--- config.mk ---
export PLATFORM = sky130hd
export DESIGN_NAME = calendar_date_info_core
export DESIGN_NICKNAME = d
export VERILOG_FILES = /design/src/hw/rtl/cdi_pkg.sv /design/src/hw/rtl/cdi_mod7.sv /design/src/hw/rtl/calendar_date_info_core.sv
export VERILOG_INCLUDE_DIRS = /design/src /design/src/hw/rtl
export SDC_FILE = /design/constraint.sdc
export NUM_CORES = 1
export LEC_CHECK = 0
export BUFFER_PORTS_ARGS = -buffer_cell sky130_fd_sc_hd__buf_2
export CORE_MARGIN = 2
export CORE_UTILIZATION = 40
export CTS_CLUSTER_DIAMETER = 80
export DETAILED_ROUTE_END_ITERATION = 6
export GPL_ROUTABILITY_DRIVEN = 0
export SYNTH_ARGS = -nofsm -noshare
export SYNTH_HDL_FRONTEND = slang
export SYNTH_HIERARCHICAL = 1
export SYNTH_SLANG_ARGS = --single-unit
--- constraint.sdc ---
create_clock -name i_clk -period 14.5 [get_ports i_clk]
set_input_delay 2.9 -clock i_clk [delete_from_list [all_inputs] [get_ports i_clk]]
set_output_delay 2.9 -clock i_clk [all_outputs]
set_load 0.01 [all_outputs]
--- src/hw/rtl/assert_macros.svh ---
// Assertion macros shared by the calendar date info RTL.
// Both macros sample on i_clk and are disabled while i_rst_n is low.
`ifndef ASSERT_MACROS_SVH
`define ASSERT_MACROS_SVH

// A property that must hold at every clock edge out of reset.
`define CDI_ASSERT(lbl, prop, msg) \
    lbl: assert property (@(posedge i_clk) disable iff (!i_rst_n) prop) else $error(msg);

// A condition that, when true, forces a consequence on the next clock edge.
`define CDI_ASSERT_NEXT(lbl, ante, cons, msg) \
    lbl: assert property (@(posedge i_clk) disable iff (!i_rst_n) (ante) |=> (cons)) \
        else $error(msg);

`endif

--- src/hw/rtl/cdi_pkg.sv ---
// Package for the calendar date info core: widths, constants, calendar tables
// and the stage payload types. Depends on nothing.
package cdi_pkg;

    localparam int YearW  = 14;
    localparam int MonthW = 4;
    localparam int DayW   = 5;
    localparam int WdayW  = 3;
    localparam int DoyW   = 9;
    localparam int SumW   = 15;
    localparam int QuoW   = 8;

    // Reciprocal of 100 scaled by 2^19; exact for every operand below 43690.
    localparam int Recip100   = 5243;
    localparam int RecipShift = 19;

    localparam logic [MonthW-1:0] MonJan = 4'd1;
    localparam logic [MonthW-1:0] MonFeb = 4'd2;
    localparam logic [MonthW-1:0] MonDec = 4'd12;

    localparam logic [WdayW-1:0] WdThu = 3'd4;
    localparam logic [WdayW-1:0] WdFri = 3'd5;
    localparam logic [WdayW-1:0] WdSat = 3'd6;

    // Stage 1 payload: shifted year, quotients by 100 and the month offset term.
    typedef struct packed {
        logic [YearW-1:0]  year;
        logic [YearW:0]    yy;
        logic [QuoW-1:0]   qy;
        logic [QuoW-1:0]   qyy;
        logic [4:0]        t31;
        logic [MonthW-1:0] month;
        logic [DayW-1:0]   day;
    } t_s1;

    // Stage 2 payload: leap flag and the weekday sum.
    typedef struct packed {
        logic              leap;
        logic [SumW-1:0]   sum;
        logic [MonthW-1:0] month;
        logic [DayW-1:0]   day;
    } t_s2;

    // Final result fields.
    typedef struct packed {
        logic             valid_res;
        logic [WdayW-1:0] weekday;
        logic             weekend_flag;
        logic             week_end_flag;
        logic [WdayW-1:0] days_to_week_end;
        logic [DayW-1:0]  days_to_month_end;
        logic [DoyW-1:0]  days_to_year_end;
    } t_result;

    // Month length in a common year; zero for codes that are not months.
    function automatic logic [DayW-1:0] month_len(input logic [MonthW-1:0] mon);
        logic [DayW-1:0] len;
        case (mon)
            4'd1, 4'd3, 4'd5, 4'd7, 4'd8, 4'd10, 4'd12: len = 5'd31;
            4'd4, 4'd6, 4'd9, 4'd11:                    len = 5'd30;
            4'd2:                                       len = 5'd28;
            default:                                    len = 5'd0;
        endcase
        return len;
    endfunction

    // Days in the months before this one, common year.
    function automatic logic [DoyW-1:0] days_before(input logic [MonthW-1:0] mon);
        logic [DoyW-1:0] cnt;
        case (mon)
            4'd2:    cnt = 9'd31;
            4'd3:    cnt = 9'd59;
            4'd4:    cnt = 9'd90;
            4'd5:    cnt = 9'd120;
            4'd6:    cnt = 9'd151;
            4'd7:    cnt = 9'd181;
            4'd8:    cnt = 9'd212;
            4'd9:    cnt = 9'd243;
            4'd10:   cnt = 9'd273;
            4'd11:   cnt = 9'd304;
            4'd12:   cnt = 9'd334;
            default: cnt = 9'd0;
        endcase
        return cnt;
    endfunction

    // Floor of 31 * m / 12 for the March-based month index m.
    function automatic logic [4:0] month_term(input logic [MonthW-1:0] m);
        logic [4:0] t;
        case (m)
            4'd1:    t = 5'd2;
            4'd2:    t = 5'd5;
            4'd3:    t = 5'd7;
            4'd4:    t = 5'd10;
            4'd5:    t = 5'd12;
            4'd6:    t = 5'd15;
            4'd7:    t = 5'd18;
            4'd8:    t = 5'd20;
            4'd9:    t = 5'd23;
            4'd10:   t = 5'd25;
            4'd11:   t = 5'd28;
            4'd12:   t = 5'd31;
            default: t = 5'd0;
        endcase
        return t;
    endfunction

endpackage

--- src/hw/rtl/cdi_mod7.sv ---
// Remainder of the weekday sum by seven, using octal digit folding (8 = 1 mod 7).
// Depends on cdi_pkg for widths.
module cdi_mod7 (
    input  logic [cdi_pkg::SumW-1:0]  i_sum,
    output logic [cdi_pkg::WdayW-1:0] o_rem
);

    logic [5:0] fold1;
    logic [3:0] fold2;

    // First fold: five octal digits sum to at most 35.
    assign fold1 = 6'(i_sum[2:0]) + 6'(i_sum[5:3]) + 6'(i_sum[8:6])
                 + 6'(i_sum[11:9]) + 6'(i_sum[14:12]);

    // Second fold: two octal digits of a value up to 35 sum to at most 10.
    assign fold2 = 4'(fold1[2:0]) + 4'(fold1[5:3]);

    // Final correction into 0..6.
    always_comb begin
        if (fold2 >= 4'd7) begin
            o_rem = 3'(fold2 - 4'd7);
        end else begin
            o_rem = fold2[2:0];
        end
    end

endmodule

--- src/hw/rtl/calendar_date_info_core.sv ---
// Calendar date info core: weekday, week flags and days left in month and year.
// Depends on cdi_pkg, cdi_mod7 and assert_macros.svh.
// Takes one request per cycle unless i_ready stalls; o_valid is stage 3's valid bit.
// Each of the three register stages moves on when it is empty or the next one
// takes its contents, so a stall on i_ready holds every stage without loss.
// Reset (synchronous, active low) clears the stage valid bits only.
`include "assert_macros.svh"

module calendar_date_info_core (
    input  logic                        i_clk,
    input  logic                        i_rst_n,
    input  logic                        i_valid,
    output logic                        o_ready,
    input  logic [cdi_pkg::YearW-1:0]   i_year,
    input  logic [cdi_pkg::MonthW-1:0]  i_month,
    input  logic [cdi_pkg::DayW-1:0]    i_day,
    output logic                        o_valid,
    input  logic                        i_ready,
    output logic                        o_valid_res,
    output logic [cdi_pkg::WdayW-1:0]   o_weekday,
    output logic                        o_weekend_flag,
    output logic                        o_week_end_flag,
    output logic [cdi_pkg::WdayW-1:0]   o_days_to_week_end,
    output logic [cdi_pkg::DayW-1:0]    o_days_to_month_end,
    output logic [cdi_pkg::DoyW-1:0]    o_days_to_year_end
);

    logic r_v1, r_v2, r_v3;
    logic rdy1, rdy2, rdy3;
    cdi_pkg::t_s1     r_s1, n_s1;
    cdi_pkg::t_s2     r_s2, n_s2;
    cdi_pkg::t_result r_out, n_out;

    // Stage handshake: a stage advances when empty or when its successor advances.
    assign rdy3    = !r_v3 || i_ready;
    assign rdy2    = !r_v2 || rdy3;
    assign rdy1    = !r_v1 || rdy2;
    assign o_ready = rdy1;

    always_ff @(posedge i_clk) begin
        if (!i_rst_n) begin
            r_v1 <= 1'b0;
            r_v2 <= 1'b0;
            r_v3 <= 1'b0;
        end else begin
            if (rdy1) r_v1 <= i_valid;
            if (rdy2) r_v2 <= r_v1;
            if (rdy3) r_v3 <= r_v2;
        end
    end

    // Stage 1: March-based year and month, and quotients by 100 via reciprocal.
    logic                        s1_jan_feb;
    logic [cdi_pkg::MonthW-1:0]  s1_m;
    logic [26:0]                 s1_py;
    logic [27:0]                 s1_pyy;

    always_comb begin
        s1_jan_feb  = (i_month == cdi_pkg::MonJan) || (i_month == cdi_pkg::MonFeb);
        s1_m        = s1_jan_feb ? (i_month + 4'd10) : (i_month - 4'd2);
        n_s1.year   = i_year;
        n_s1.yy     = 15'(i_year) + 15'd400 - 15'(s1_jan_feb);
        s1_py       = 27'(i_year) * 27'(cdi_pkg::Recip100);
        s1_pyy      = 28'(n_s1.yy) * 28'(cdi_pkg::Recip100);
        n_s1.qy     = s1_py[cdi_pkg::RecipShift +: cdi_pkg::QuoW];
        n_s1.qyy    = s1_pyy[cdi_pkg::RecipShift +: cdi_pkg::QuoW];
        n_s1.t31    = cdi_pkg::month_term(s1_m);
        n_s1.month  = i_month;
        n_s1.day    = i_day;
    end

    always_ff @(posedge i_clk) begin
        if (rdy1) r_s1 <= n_s1;
    end

    // Stage 2: leap-year test from the year remainder, and the weekday sum.
    logic [cdi_pkg::YearW-1:0] s2_diff;
    logic [6:0]                s2_rem100;
    logic [15:0]               s2_sum;

    always_comb begin
        s2_diff    = r_s1.year - 14'(14'(r_s1.qy) * 14'd100);
        s2_rem100  = s2_diff[6:0];
        n_s2.leap  = ((r_s1.year[1:0] == 2'd0) && (s2_rem100 != 7'd0))
                   || ((s2_rem100 == 7'd0) && (r_s1.qy[1:0] == 2'd0));
        s2_sum     = 16'(r_s1.day) + 16'(r_s1.yy) + 16'(r_s1.yy >> 2)
                   - 16'(r_s1.qyy) + 16'(r_s1.qyy >> 2) + 16'(r_s1.t31);
        n_s2.sum   = s2_sum[cdi_pkg::SumW-1:0];
        n_s2.month = r_s1.month;
        n_s2.day   = r_s1.day;
    end

    always_ff @(posedge i_clk) begin
        if (rdy2) r_s2 <= n_s2;
    end

    // Stage 3: weekday, validity and the remaining-day counts.
    logic [cdi_pkg::WdayW-1:0] s3_wd;
    logic [cdi_pkg::DayW-1:0]  s3_mlen;
    logic [cdi_pkg::DoyW-1:0]  s3_doy;
    logic [cdi_pkg::DoyW-1:0]  s3_ylen;
    logic                      s3_mon_ok;
    logic                      s3_ok;

    cdi_mod7 u_mod7 (
        .i_sum (r_s2.sum),
        .o_rem (s3_wd)
    );

    always_comb begin
        s3_mon_ok = (r_s2.month >= cdi_pkg::MonJan) && (r_s2.month <= cdi_pkg::MonDec);
        if ((r_s2.month == cdi_pkg::MonFeb) && r_s2.leap) begin
            s3_mlen = 5'd29;
        end else begin
            s3_mlen = cdi_pkg::month_len(r_s2.month);
        end
        s3_ok   = s3_mon_ok && (r_s2.day != 5'd0) && (r_s2.day <= s3_mlen);
        s3_doy  = cdi_pkg::days_before(r_s2.month) + 9'(r_s2.day)
                + 9'(r_s2.leap && (r_s2.month > cdi_pkg::MonFeb));
        s3_ylen = r_s2.leap ? 9'd366 : 9'd365;

        n_out = '0;
        if (s3_ok) begin
            n_out.valid_res         = 1'b1;
            n_out.weekday           = s3_wd;
            n_out.weekend_flag      = (s3_wd == cdi_pkg::WdThu) || (s3_wd == cdi_pkg::WdFri);
            n_out.week_end_flag     = (s3_wd == cdi_pkg::WdFri);
            n_out.days_to_week_end  = cdi_pkg::WdSat - s3_wd;
            n_out.days_to_month_end = s3_mlen - r_s2.day + 5'd1;
            n_out.days_to_year_end  = s3_ylen - s3_doy + 9'd1;
        end
    end

    always_ff @(posedge i_clk) begin
        if (rdy3) r_out <= n_out;
    end

    // Output ports.
    assign o_valid             = r_v3;
    assign o_valid_res         = r_out.valid_res;
    assign o_weekday           = r_out.weekday;
    assign o_weekend_flag      = r_out.weekend_flag;
    assign o_week_end_flag     = r_out.week_end_flag;
    assign o_days_to_week_end  = r_out.days_to_week_end;
    assign o_days_to_month_end = r_out.days_to_month_end;
    assign o_days_to_year_end  = r_out.days_to_year_end;

    // Conditions on the result fields used by the checks below.
    logic chk_zero;
    logic chk_counts;
    logic chk_week;

    assign chk_zero   = (o_weekday == 3'd0) && (o_days_to_week_end == 3'd0)
                      && (o_days_to_month_end == 5'd0) && (o_days_to_year_end == 9'd0)
                      && !o_weekend_flag && !o_week_end_flag;
    assign chk_counts = (o_weekday <= cdi_pkg::WdSat) && (o_days_to_month_end != 5'd0)
                      && (o_days_to_year_end != 9'd0);
    assign chk_week   = (3'(o_weekday + o_days_to_week_end) == cdi_pkg::WdSat)
                      && (o_week_end_flag == (o_weekday == cdi_pkg::WdFri));

    // Checks on the result encoding and on stall behavior inside the pipeline.
    `CDI_ASSERT(a_invalid_zero, (o_valid && !o_valid_res) |-> chk_zero, "invalid date, fields set")
    `CDI_ASSERT(a_valid_counts, (o_valid && o_valid_res) |-> chk_counts, "bad weekday or counts")
    `CDI_ASSERT(a_week_consistent, (o_valid && o_valid_res) |-> chk_week, "week fields disagree")
    `CDI_ASSERT_NEXT(a_mid_stall_hold, !rdy2, r_v2 && $stable(r_s2), "stage 2 lost its item")

endmodule

==> impl_metrics.env <==
export IMPL_root_buffer="clkbuf_16"
export IMPL_yosysUniqueCellTypes=60
export IMPL_first_iter_violations=319
export IMPL_critPathBufInv=9
export IMPL_cp_top_family="adder cells"
export IMPL_core_region_area_um2=34500
export IMPL_fmax_mhz=97.5
export IMPL_hpwl_mm=22.5
export IMPL_synth_async_reset_ratio_pct=0
export IMPL_ant_nets=0
export IMPL_hold_depth=0
export IMPL_hp_class="flop to flop"
export IMPL_drc=0
export IMPL_viasPerCell=4.70
export IMPL_netlist_area_um2=14100
export IMPL_crit_path_top_delay_cell="xor2_1"
export IMPL_synthAdderAreaFrac_pct=50.2
export IMPL_clk_pin_slew_ps=80
export IMPL_rsz0062_at_grt="no"
export IMPL_io_pins=52
export IMPL_synth_top_family_by_area="adder cells"
export IMPL_critPathLaunchType="input port"
export IMPL_syn_num_nets=1815
export IMPL_worstSetupPathType="input port to flop"
export IMPL_ys_seq_area_share_pct=22.6
export IMPL_cts_tree="done"
export IMPL_critical_path_max_stage_delay_ps=530
export IMPL_layout_min_cycle_time_ps=10260
export IMPL_period_share_pct=70.7
export IMPL_cts_htree_levels=3
export IMPL_grt_usage_pct=15.2
export IMPL_worstRegToRegCells=17
export IMPL_synth_area_mux_share_pct=0.436
export IMPL_clockBufferDepth=2
export IMPL_synth_compound_area_share_pct=7.36
export IMPL_diodes=0
export IMPL_antenna_found_initial=0
export IMPL_start_util_pct=40.7
export IMPL_tightest_slew_ps=1040
export IMPL_crit_fanout=9
export IMPL_first_pass_iters=4
export IMPL_grt_max_degree=50
export IMPL_avgRoutedWirePerCell_um=13.8
export IMPL_worstSkewPairLatency_ps=360
export IMPL_grt_pass1_wl_mm=44.4
export IMPL_cts_made_buffers=9
export IMPL_routed_wl_mm=25.5
export IMPL_slew_limit_headroom_pct=30.1
export IMPL_post_route_cells_drive_above_1_share_pct=5.91
export IMPL_setup_viol=0
export IMPL_syn_area_per_cell_um2=10.6
export IMPL_cts_setup_buffers=0
export IMPL_critPathArrivalTime_ps=10340
export IMPL_end_kind="flop"
export IMPL_synth_simple_gate_area_share_pct=5.59
export IMPL_routed_via_count=8661
export IMPL_std_cell_rows=68
export IMPL_synthFlopType="edfxtp_1"
export IMPL_synth_edf_count=96
export IMPL_cp_depth=34
export IMPL_netlist_instances=1325
export IMPL_overflow=0
export IMPL_syn2layout_area_growth_pct=7.72
export IMPL_required_ps=14590
export IMPL_grt_pass1_vias=9194
export IMPL_synth_seq_cells=111
export IMPL_final_nets=1873
export IMPL_clock_skew_ps=16.7
export IMPL_status="complete, no violations"
export IMPL_synthXorXnorAreaFrac_pct=3.92
export IMPL_cpMostUsedCell="inv_1"
export IMPL_dieWidth_um=191
export IMPL_die_h_um=191
export IMPL_timing_setup_tns_ps=0
export IMPL_max_cap_viol_count=0
export IMPL_cts_resized=0
export IMPL_finalHoldViolCount=0
export IMPL_hold_buffers=0
export IMPL_cts_sinks=111
export IMPL_die_area_um2=36700
export IMPL_port_buffers=51
export IMPL_drv_slew=0
export IMPL_yosys_warnings=6
-- per-layer routing --
layer  global-route usage, %  vias to the layer above  wire length (µm)
li1                        -                     4391                 -
met1                    19.1                     4176             11500
met2                    28.5                       79             13300
met3                    1.21                       15               514
met4                    3.22                        0               234
met5                       0                        -                 0
-- cells in the mapped netlist, types with 10 or more instances --
library cell | instances | area share, %
edfxtp_1 | 96 | 21
nor2_1 | 46 | 1.2
nand2_1 | 45 | 1.2
fa_1 | 169 | 24
dfxtp_1 | 15 | 2.1
o21ai_0 | 28 | 1.0
a21o_1 | 15 | 0.80
inv_1 | 358 | 9.6
xnor2_1 | 48 | 3.0
nor3_1 | 14 | 0.50
ha_1 | 294 | 26
a21oi_1 | 41 | 1.5
a211oi_1 | 10 | 0.53
o21a_1 | 13 | 0.69
xor2_1 | 15 | 0.93
nor2b_1 | 12 | 0.53
-- final cells by class --
| type | count | area, µm² |
|---|---|---|
| clock buffers | 10 | 229 |
| well taps | 455 | 569 |
| multi-input cells | 848 | 9500 |
| inverters | 361 | 1360 |
| repair buffers | 52 | 263 |
| fillers | 3373 | 19400 |
| flip-flops and latches | 111 | 3180 |
| clock inverters | 6 | 45.0 |
-- worst register-to-register path, cell delays in order (launching register included) --
cell and delay, ps:
edfxtp_1 420, fa_1 580, fa_1 440, fa_1 500, ha_1 160, inv_1 60, fa_1 460, xnor2_1 170
ha_1 220, inv_1 80, fa_1 530, inv_1 60, ha_1 200, a221oi_2 310, mux2_1 380, ha_1 190
xor2_1 150, nor2_1 60
-- cells by family (layout without fill, tap and decap cells) --
logic type,count (synthesis),in the layout
adders and majority gates,463,463
buffers and inverters,366,429
and+or+nand+nor,164,164
AOI/OAI and AO/OA,152,152
DFF,111,111
xor gates and xnor gates,63,63
muxes,6,6
-- per-stage QoR --
step | hold WS, ps | utilization, % | setup slack [ps] | cells | cell area (µm²)
floorplan | 426 | - | 4740 | 1325 | 14100
global placement | 443 | 43.0 | 3970 | 1827 | 14900
detailed placement | 457 | 43.0 | 3850 | 1827 | 14900
CTS | 476 | 43.8 | 4220 | 1843 | 15100
global route | 492 | 43.8 | 3750 | 1843 | 15100
finish | 475 | 43.8 | 4240 | 1843 | 15100
-- worst paths after layout --
check | start | to | slack, ps
worst min register to register | n_s2[7] | r_s2[7] | 470
worst min-delay path | n_s2[7] | r_s2[7] | 470
worst max register to register | r_s2[10] | o_days_to_week_end[2] | 9270
worst max-delay path | i_month[1] | r_s1[21] | 4240
-- placed cells by master, fill, tap and decap left out, types with 14 or more instances in the layout --
cell type    n
dfxtp_1     15
xor2_1      15
fa_1       169
o21ai_0     28
a21oi_1     41
inv_1      358
nand2_1     44
buf_2       51
nor2_1      46
edfxtp_1    96
a21o_1      15
xnor2_1     48
ha_1       294
nor3_1      14
Power is left out: the tool's default activity adds up to more than one toggle a clock period on the data nets, which glitch-free logic cannot reach.
